### src/rtl/rrq_pkg.sv
// Shared types and codes for the ranked ready queue.
package rrq_pkg;

	// Operation codes
	localparam logic [2:0] OP_APPEND = 3'd0;
	localparam logic [2:0] OP_INSERT = 3'd1;
	localparam logic [2:0] OP_POP    = 3'd2;
	localparam logic [2:0] OP_REMOVE = 3'd3;
	localparam logic [2:0] OP_SEARCH = 3'd4;

	// Result status codes
	localparam logic [2:0] STAT_OK       = 3'd0;
	localparam logic [2:0] STAT_INVALID  = 3'd1;
	localparam logic [2:0] STAT_DUP      = 3'd2;
	localparam logic [2:0] STAT_EMPTY    = 3'd3;
	localparam logic [2:0] STAT_NOTFOUND = 3'd4;
	localparam logic [2:0] STAT_FULL     = 3'd5;

	// One stored queue entry
	typedef struct packed {
		logic [15:0] id;
		logic [31:0] rank;
	} entry_t;

	// Sequencer states
	typedef enum logic [2:0] {
		S_IDLE,
		S_SCAN,
		S_DECIDE,
		S_SHIFT,
		S_FILL,
		S_RESP
	} rrq_state_t;

endpackage

### src/rtl/rrq_ram.sv
// Entry store: one write port, one read port, registered read data.
module rrq_ram
	import rrq_pkg::*;
#(
	parameter int DEPTH = 32,
	localparam int AW = $clog2(DEPTH)
) (
	input  logic          clk,
	input  logic          wr_en,
	input  logic [AW-1:0] wr_addr,
	input  entry_t        wr_data,
	input  logic          rd_en,
	input  logic [AW-1:0] rd_addr,
	output entry_t        rd_data
);

	entry_t mem [DEPTH];

	// write port
	always_ff @(posedge clk) begin
		if (wr_en) begin
			mem[wr_addr] <= wr_data;
		end
	end

	// read port, registered read data
	always_ff @(posedge clk) begin
		if (rd_en) begin
			rd_data <= mem[rd_addr];
		end
	end

endmodule

### src/rtl/ranked_ready_queue_top.sv
// From start to done: a scan of the n entries queued, a decide step, a shift of the k entries moved,
// a fill and a response; no scan on an empty queue, no shift when k is 0, fill for inserts only.
// The worst case is a head insert/removal near full, which makes both RAM walks, scan and shift.
// start is taken again the cycle after done.
// The result is a one-cycle done strobe that the receiver cannot stall.
// Reset empties the queue (occupancy 0); the entry RAM is not cleared.
module ranked_ready_queue_top
	import rrq_pkg::*;
#(
	parameter int CAPACITY = 32
) (
	input  logic        clk,
	input  logic        arst_n,
	input  logic        start,
	output logic        busy,
	input  logic [2:0]  op,
	input  logic [15:0] elem_id,
	input  logic signed [31:0] rank,
	output logic        done,
	output logic [2:0]  status,
	output logic [15:0] out_id,
	output logic signed [31:0] out_rank,
	output logic [5:0]  count
);

	localparam int AW = $clog2(CAPACITY);
	localparam int OW = $clog2(CAPACITY + 1);

	rrq_state_t state_q, state_nxt;

	logic [OW-1:0] occ_q;
	logic [2:0]    op_q;
	logic [15:0]   id_q;
	logic [31:0]   rank_q;

	// read sweep pointer
	logic [AW-1:0] src_q, src_end_q;
	logic          src_down_q, iss_q;

	// read pipeline
	logic          rd_vld_s1;
	logic [AW-1:0] addr_s1;

	// scan results
	logic          hit_q, gt_q;
	logic [AW-1:0] hit_pos_q, gt_pos_q;
	entry_t        hit_data_q;

	// decided operation
	logic          ins_q;
	logic [AW-1:0] pos_q;
	logic [2:0]    res_status_q;
	logic [15:0]   res_id_q;
	logic [31:0]   res_rank_q;

	// RAM ports
	logic          rd_en, wr_en;
	logic [AW-1:0] rd_addr, wr_addr;
	entry_t        rd_data, wr_data;

	logic accept;
	logic scan_done, shift_done;
	logic [AW-1:0] last_addr;

	logic          d_ins, d_del, d_shift;
	logic [AW-1:0] d_pos;
	logic [2:0]    d_status;
	logic [15:0]   d_id;
	logic [31:0]   d_rank;

	rrq_ram #(
		.DEPTH(CAPACITY)
	) u_ram (
		.clk     (clk),
		.wr_en   (wr_en),
		.wr_addr (wr_addr),
		.wr_data (wr_data),
		.rd_en   (rd_en),
		.rd_addr (rd_addr),
		.rd_data (rd_data)
	);

	assign accept     = start && !busy;
	assign last_addr  = AW'(occ_q - 1'b1);
	assign scan_done  = (state_q == S_SCAN) && rd_vld_s1 && (addr_s1 == last_addr);
	assign shift_done = (state_q == S_SHIFT) && rd_vld_s1 && (addr_s1 == src_end_q);

	// decision on the scanned queue
	always_comb begin
		d_status = STAT_OK;
		d_ins    = 1'b0;
		d_del    = 1'b0;
		d_pos    = hit_pos_q;
		d_id     = '0;
		d_rank   = '0;
		case (op_q)
			OP_APPEND, OP_INSERT: begin
				if (id_q == '0) begin
					d_status = STAT_INVALID;
				end else if (hit_q) begin
					d_status = STAT_DUP;
				end else if (occ_q == OW'(CAPACITY)) begin
					d_status = STAT_FULL;
				end else begin
					d_ins = 1'b1;
					d_pos = (op_q == OP_INSERT && gt_q) ? gt_pos_q : AW'(occ_q);
				end
			end
			OP_POP, OP_REMOVE, OP_SEARCH: begin
				if (occ_q == '0) begin
					d_status = STAT_EMPTY;
				end else if (op_q != OP_POP && id_q == '0) begin
					d_status = STAT_INVALID;
				end else if (!hit_q) begin
					d_status = STAT_NOTFOUND;
				end else begin
					d_id   = hit_data_q.id;
					d_rank = hit_data_q.rank;
					d_del  = (op_q != OP_SEARCH);
				end
			end
			default: begin
				d_status = STAT_INVALID;
			end
		endcase
		d_shift = d_ins ? (d_pos != AW'(occ_q)) : (d_del && (d_pos != last_addr));
	end

	// next state
	always_comb begin
		state_nxt = state_q;
		case (state_q)
			S_IDLE: begin
				if (accept) begin
					state_nxt = (occ_q != '0) ? S_SCAN : S_DECIDE;
				end
			end
			S_SCAN: begin
				if (scan_done) begin
					state_nxt = S_DECIDE;
				end
			end
			S_DECIDE: begin
				if (d_shift) begin
					state_nxt = S_SHIFT;
				end else if (d_ins) begin
					state_nxt = S_FILL;
				end else begin
					state_nxt = S_RESP;
				end
			end
			S_SHIFT: begin
				if (shift_done) begin
					state_nxt = ins_q ? S_FILL : S_RESP;
				end
			end
			S_FILL:  state_nxt = S_RESP;
			S_RESP:  state_nxt = S_IDLE;
			default: state_nxt = S_IDLE;
		endcase
	end

	// outputs and RAM controls
	always_comb begin
		busy    = (state_q != S_IDLE);
		done    = (state_q == S_RESP);
		rd_en   = (state_q == S_SCAN || state_q == S_SHIFT) && iss_q;
		rd_addr = src_q;
		wr_en   = 1'b0;
		wr_addr = pos_q;
		wr_data = rd_data;
		case (state_q)
			S_SHIFT: begin
				// moved entries go one slot up for an insert, one down for a removal
				wr_en   = rd_vld_s1;
				wr_addr = ins_q ? AW'(addr_s1 + 1'b1) : AW'(addr_s1 - 1'b1);
			end
			S_FILL: begin
				wr_en        = 1'b1;
				wr_data.id   = id_q;
				wr_data.rank = rank_q;
			end
			default: begin
				wr_en = 1'b0;
			end
		endcase
	end

	assign status   = res_status_q;
	assign out_id   = res_id_q;
	assign out_rank = res_rank_q;
	assign count    = 6'(occ_q);

	// control registers
	always_ff @(posedge clk or negedge arst_n) begin
		if (!arst_n) begin
			state_q   <= S_IDLE;
			occ_q     <= '0;
			iss_q     <= 1'b0;
			rd_vld_s1 <= 1'b0;
			hit_q     <= 1'b0;
			gt_q      <= 1'b0;
			ins_q     <= 1'b0;
		end else begin
			state_q   <= state_nxt;
			rd_vld_s1 <= rd_en;

			// sweep stops once the last address is issued
			if (rd_en && src_q == src_end_q) begin
				iss_q <= 1'b0;
			end

			case (state_q)
				S_IDLE: begin
					if (accept) begin
						hit_q <= 1'b0;
						gt_q  <= 1'b0;
						iss_q <= (occ_q != '0);
					end
				end
				S_SCAN: begin
					if (rd_vld_s1) begin
						if (!hit_q && ((op_q == OP_POP) ? (addr_s1 == '0)
						                                : (rd_data.id == id_q))) begin
							hit_q <= 1'b1;
						end
						if (!gt_q && ($signed(rd_data.rank) > $signed(rank_q))) begin
							gt_q <= 1'b1;
						end
					end
				end
				S_DECIDE: begin
					ins_q <= d_ins;
					iss_q <= d_shift;
					if (d_del && !d_shift) begin
						occ_q <= occ_q - 1'b1;
					end
				end
				S_SHIFT: begin
					if (shift_done && !ins_q) begin
						occ_q <= occ_q - 1'b1;
					end
				end
				S_FILL: begin
					occ_q <= occ_q + 1'b1;
				end
				default: begin
					occ_q <= occ_q;
				end
			endcase
		end
	end

	// datapath registers
	always_ff @(posedge clk) begin
		addr_s1 <= rd_addr;

		if (rd_en) begin
			src_q <= src_down_q ? AW'(src_q - 1'b1) : AW'(src_q + 1'b1);
		end

		case (state_q)
			S_IDLE: begin
				if (accept) begin
					op_q       <= op;
					id_q       <= elem_id;
					rank_q     <= rank;
					src_q      <= '0;
					src_end_q  <= last_addr;
					src_down_q <= 1'b0;
				end
			end
			S_SCAN: begin
				if (rd_vld_s1) begin
					if (!hit_q && ((op_q == OP_POP) ? (addr_s1 == '0)
					                                : (rd_data.id == id_q))) begin
						hit_pos_q  <= addr_s1;
						hit_data_q <= rd_data;
					end
					if (!gt_q && ($signed(rd_data.rank) > $signed(rank_q))) begin
						gt_pos_q <= addr_s1;
					end
				end
			end
			S_DECIDE: begin
				pos_q        <= d_pos;
				res_status_q <= d_status;
				res_id_q     <= d_id;
				res_rank_q   <= d_rank;
				// insert walks down from the tail, removal walks up past the hole
				src_down_q   <= d_ins;
				src_q        <= d_ins ? last_addr : AW'(d_pos + 1'b1);
				src_end_q    <= d_ins ? d_pos : last_addr;
			end
			default: begin
				pos_q <= pos_q;
			end
		endcase
	end

	// occupancy stays within the store
	a_occ_range: assert property (@(posedge clk) disable iff (!arst_n)
		occ_q <= OW'(CAPACITY))
		else $error("occupancy above capacity");

	// a read and a write in the same cycle never hit the same entry
	a_no_rw_clash: assert property (@(posedge clk) disable iff (!arst_n)
		(rd_en && wr_en) |-> (rd_addr != wr_addr))
		else $error("read and write to the same entry");

	// the RAM is written only while moving or filling entries
	a_wr_phase: assert property (@(posedge clk) disable iff (!arst_n)
		wr_en |-> (state_q == S_SHIFT || state_q == S_FILL))
		else $error("RAM write outside shift or fill");

	// a result strobe lasts one cycle and frees the block
	a_done_pulse: assert property (@(posedge clk) disable iff (!arst_n)
		done |=> (!done && !busy))
		else $error("done not a single pulse");

	// occupancy only moves by one, and only during a transaction
	a_occ_step: assert property (@(posedge clk) disable iff (!arst_n)
		(occ_q != $past(occ_q)) |-> ($past(busy) &&
			((occ_q == $past(occ_q) + 1'b1) || (occ_q == $past(occ_q) - 1'b1))))
		else $error("occupancy jumped");

endmodule
### config.mk
export PLATFORM = sky130hd
export DESIGN_NAME = ranked_ready_queue_top
export DESIGN_NICKNAME = d
export VERILOG_FILES = /design/src/rtl/rrq_pkg.sv /design/src/rtl/rrq_ram.sv /design/src/rtl/ranked_ready_queue_top.sv
export SDC_FILE = /design/constraint.sdc
export NUM_CORES = 2
export LEC_CHECK = 0
export BUFFER_PORTS_ARGS = -buffer_cell sky130_fd_sc_hd__buf_2
export CAP_MARGIN = 25
export CORE_MARGIN = 2
export CORE_UTILIZATION = 56
export CTS_CLUSTER_DIAMETER = 50
export DETAILED_ROUTE_END_ITERATION = 6
export GPL_ROUTABILITY_DRIVEN = 0
export GPL_TIMING_DRIVEN = 0
export PLACE_DENSITY = 0.75
export SYNTH_ARGS = -nofsm -noshare
export SYNTH_HDL_FRONTEND = slang
export SYNTH_HIERARCHICAL = 1
export SYNTH_SLANG_ARGS = --single-unit
### constraint.sdc
create_clock -name clk -period 4.9 [get_ports clk]
set_clock_uncertainty 0.05 [all_clocks]
set_input_delay 1.225 -clock clk [delete_from_list [all_inputs] [get_ports clk]]
set_output_delay 1.225 -clock clk [all_outputs]
set_load 0.02 [all_outputs]
==> metrics.txt <==
post-synthesis async set-or-reset flop share less than 1%; Comb pwr share between 30% and 40%; Final HPWL DP ~120000 microns; Post-synth top flop edfxtp_1; P_leak between 0.02 and 0.03 uW; num rows 130; final instance area 81200 sq um; num ports approximately 110; final critical-path share of the clock period roughly 96%; clock buffer count from CTS approximately 180; aggregate global routing overflow 0; synthesized area per cell 17.0 sq um; post_cts resized 0; # DRC 0; I/O Buffers between 100 and 150; minimum clock period roughly 4.7 ns; crit end category flip-flop; Slew @ Worst Pin roughly 1.3 ns; Sw Share around a third; distinct cell type count after synthesis 67; sum of buffers and inverters on the critical path 5; CTS Hold Bufs 0; worst r2r dst u_ram/mem[4][22]; Final Core Density approximately 65%; Clock Tree Buf Depth 3; Clock Power Share between 20% and 30%; Hold Crit Class primary input to asynchronous set/reset pin; die width approximately 360 microns; met3 WL post-DR between 15000 and 20000 microns; routed wl met2 86700 microns; Initial Util between 50% and 60%; reg-to-reg startpoint state_q[2]; number of synthesized flops with an enable pin 1755; vias per inst ~6.3; max-cap violations 0; area share of the largest cell type after synthesis about 75%; Power Dens Cells between 500 and 600 nW/um^2; RSZ-0062 raised after global routing no; internal power between 30000 and 40000 uW; aggregate routed wire length around 180000 microns; vias in the first global route about 39000; # clock sinks approximately 1800; remaining antenna violation count 0; CP arrival 5.11 ns; Clk Tree Root Cell clkbuf_16; sequential share of power 43.0%; initial antenna violation count 5; outcome completed; H-tree depth 4; max frequency roughly 210 MHz; largest net degree at the start of global routing 36; Max Slew Vio Count 0; max layer used met5; via count between 30000 and 40000; Syn. warnings 6; area leader, netlist edfxtp_1; kind of critical path flip-flop to flip-flop; critical-path cell list clkbuf_1 > nand2_1 > clkbuf_1 > clkbuf_1 > nand2_1 > or3b_2 > clkbuf_1 > nor2_4 > buf_12; Syn Nets 4256; layout cells sized above 1 14.5%; M1 WL about 70000 microns; first-pass GRT wire length 260000 microns; reg2reg setup slack 0.21 ns; DR iter-0 viols around 5200; Slowest cell on crit path nor2_4; Die Y-Extent about 360 microns; DRT Pass-1 Iters 6; Setup TNS Final 0 ns; largest stage delay on the critical path about 0.91 ns; Yosys reg bits between 1500 and 2000; normalized max-slew margin a little over an eighth; CTS tree yes; Crit path required time between 5 and 6 ns; Startpoint Class flip-flop; nets@finish 4656; Clock Latency Late Sink 0.80 ns; Worst R2R Path Depth 9; Placement Cell Area between 70000 and 80000 sq um; cell count after synthesis 4159; sequential area share after synthesis between 70% and 80%; CTS clk-pin slew, worst paths 0.06 ns; final hold viol count 0; core area between 100000 and 150000 sq um; ranking of synthesized cells by area edfxtp_1, mux2i_1, a22oi_1, nand2_1, a21oi_1; post-synthesis cell area 70700 sq um; VDD IR max between 0.0003 and 0.0004 V; Switching Power around 16000 uW; per-cell routed wire length ~29 microns; Setup Fix Bufs, Post-CTS 0; die area between 100000 and 150000 sq um; Critical Path Most Common Cell clkbuf_1; Crit path max-delay family simple AND/OR/NAND/NOR gates; critical path fanouts, max 26; setup violators final 0; P&R area growth vs syn 14.9%; gr usage total between 20% and 30%
[stage by stage]
| step | hold slack (ns) | cells | power (uW) | worst slack (ns) |
|---|---|---|---|---|
| floorplan | 0.361 | 4159 | 28800 | 0.135 |
| global placement | 0.418 | 5921 | 33300 | -3.25 |
| detailed placement | 0.420 | 6021 | 34200 | 0.307 |
| CTS | 0.251 | 6342 | 46800 | 0.295 |
| global route | 0.287 | 6352 | 48600 | 0.154 |
| finish | 0.278 | 6353 | 47100 | 0.212 |
[how the worst max path moves through the flow]
stage          depth (start not counted)  slack, ns               end       start
6_report                               9       0.21  u_ram/mem[4][22]  state_q[2]
5_1_grt                                9       0.15  u_ram/mem[4][22]  state_q[1]
4_1_cts                                9       0.30  u_ram/mem[0][18]  state_q[2]
3_5_place_dp                           9       0.31  u_ram/mem[0][23]  state_q[2]
3_3_place_gp                           8      -3.25  u_ram/mem[8][20]  state_q[1]
2_1_floorplan                          8       0.14  u_ram/mem[17][0]       ins_q
[cells by family after synthesis]
family,count (synthesis),synth area share (%)
flops,1779,75.3
mux,778,11.0
simple gates,658,4.47
compound gates,576,5.46
buf+inv,269,2.22
xor+xnor,56,0.705
fa+ha+maj,43,0.782
[state kept, by name, summed over array words and instances, names as in the netlist, 3 cells and up]
name           flops
addr_s1            5
count              6
gt_pos_q           5
hit_data_q        48
hit_pos_q          5
id_q              16
op_q               3
out_id            16
out_rank          32
pos_q              5
rank_q            32
rd_addr            5
src_end_q          5
state_q            3
status             3
u_ram/mem       1536
u_ram/rd_data     48
[cell usage in the layout, fill, tap and decap left out, types with 34 or more instances in the layout]
master     instances
clkbuf_1         127
nand3_1          158
ha_1              41
a21oi_1          172
buf_2            156
edfxtp_1        1755
nor3_1            58
mux2i_1          777
clkinv_1          37
buf_4             41
xor2_1            34
buf_6             45
clkbuf_16        179
a22o_1            96
inv_1             42
a31oi_1           56
a22oi_1          146
buf_12            51
and3_1            50
buf_8             41
nand2_1          265
[synthesized netlist by cell type (40+ instances only)]
cell type	count
edfxtp_1	1755
mux2i_1	777
nand2_1	265
a21oi_1	172
nand3_1	158
a22oi_1	146
a22o_1	96
clkbuf_1	85
nor2_1	61
nor3_1	60
a31oi_1	56
and3_1	50
o21ai_0	49
inv_1	45
buf_2	44
buf_6	44
ha_1	41
buf_4	40
[power by group through the flow]
stage / Combinational, uW / Sequential [uW] / Clock [uW]
floorplan: 8220 / 20600 / 0
global placement: 12400 / 20800 / 0
detailed placement: 13700 / 20600 / 0
CTS: 13800 / 20300 / 12800
global route: 14900 / 20300 / 13400
finish: 14100 / 20200 / 12700
[area by class of cell]
type | instances | area, sq um
fill | 8269 | 44200
multi-input combinational | 2111 | 16200
timing repair buffer | 222 | 2680
clock buffer | 224 | 4680
inverter | 45 | 176
antenna | 1 | 2.50
tap | 1650 | 2060
sequential | 1779 | 53300
buffer | 224 | 1400
clock inverter | 97 | 728
[metal layers]
layer / vias up / global-route usage [%]
met3: 355 / 5.34
met1: 20200 / 37.7
li1: 17200 / -
met5: - / 0
met2: 2231 / 44.6
met4: 2 / 10.3
No activity file was read; power rests on OpenSTA's default activity.
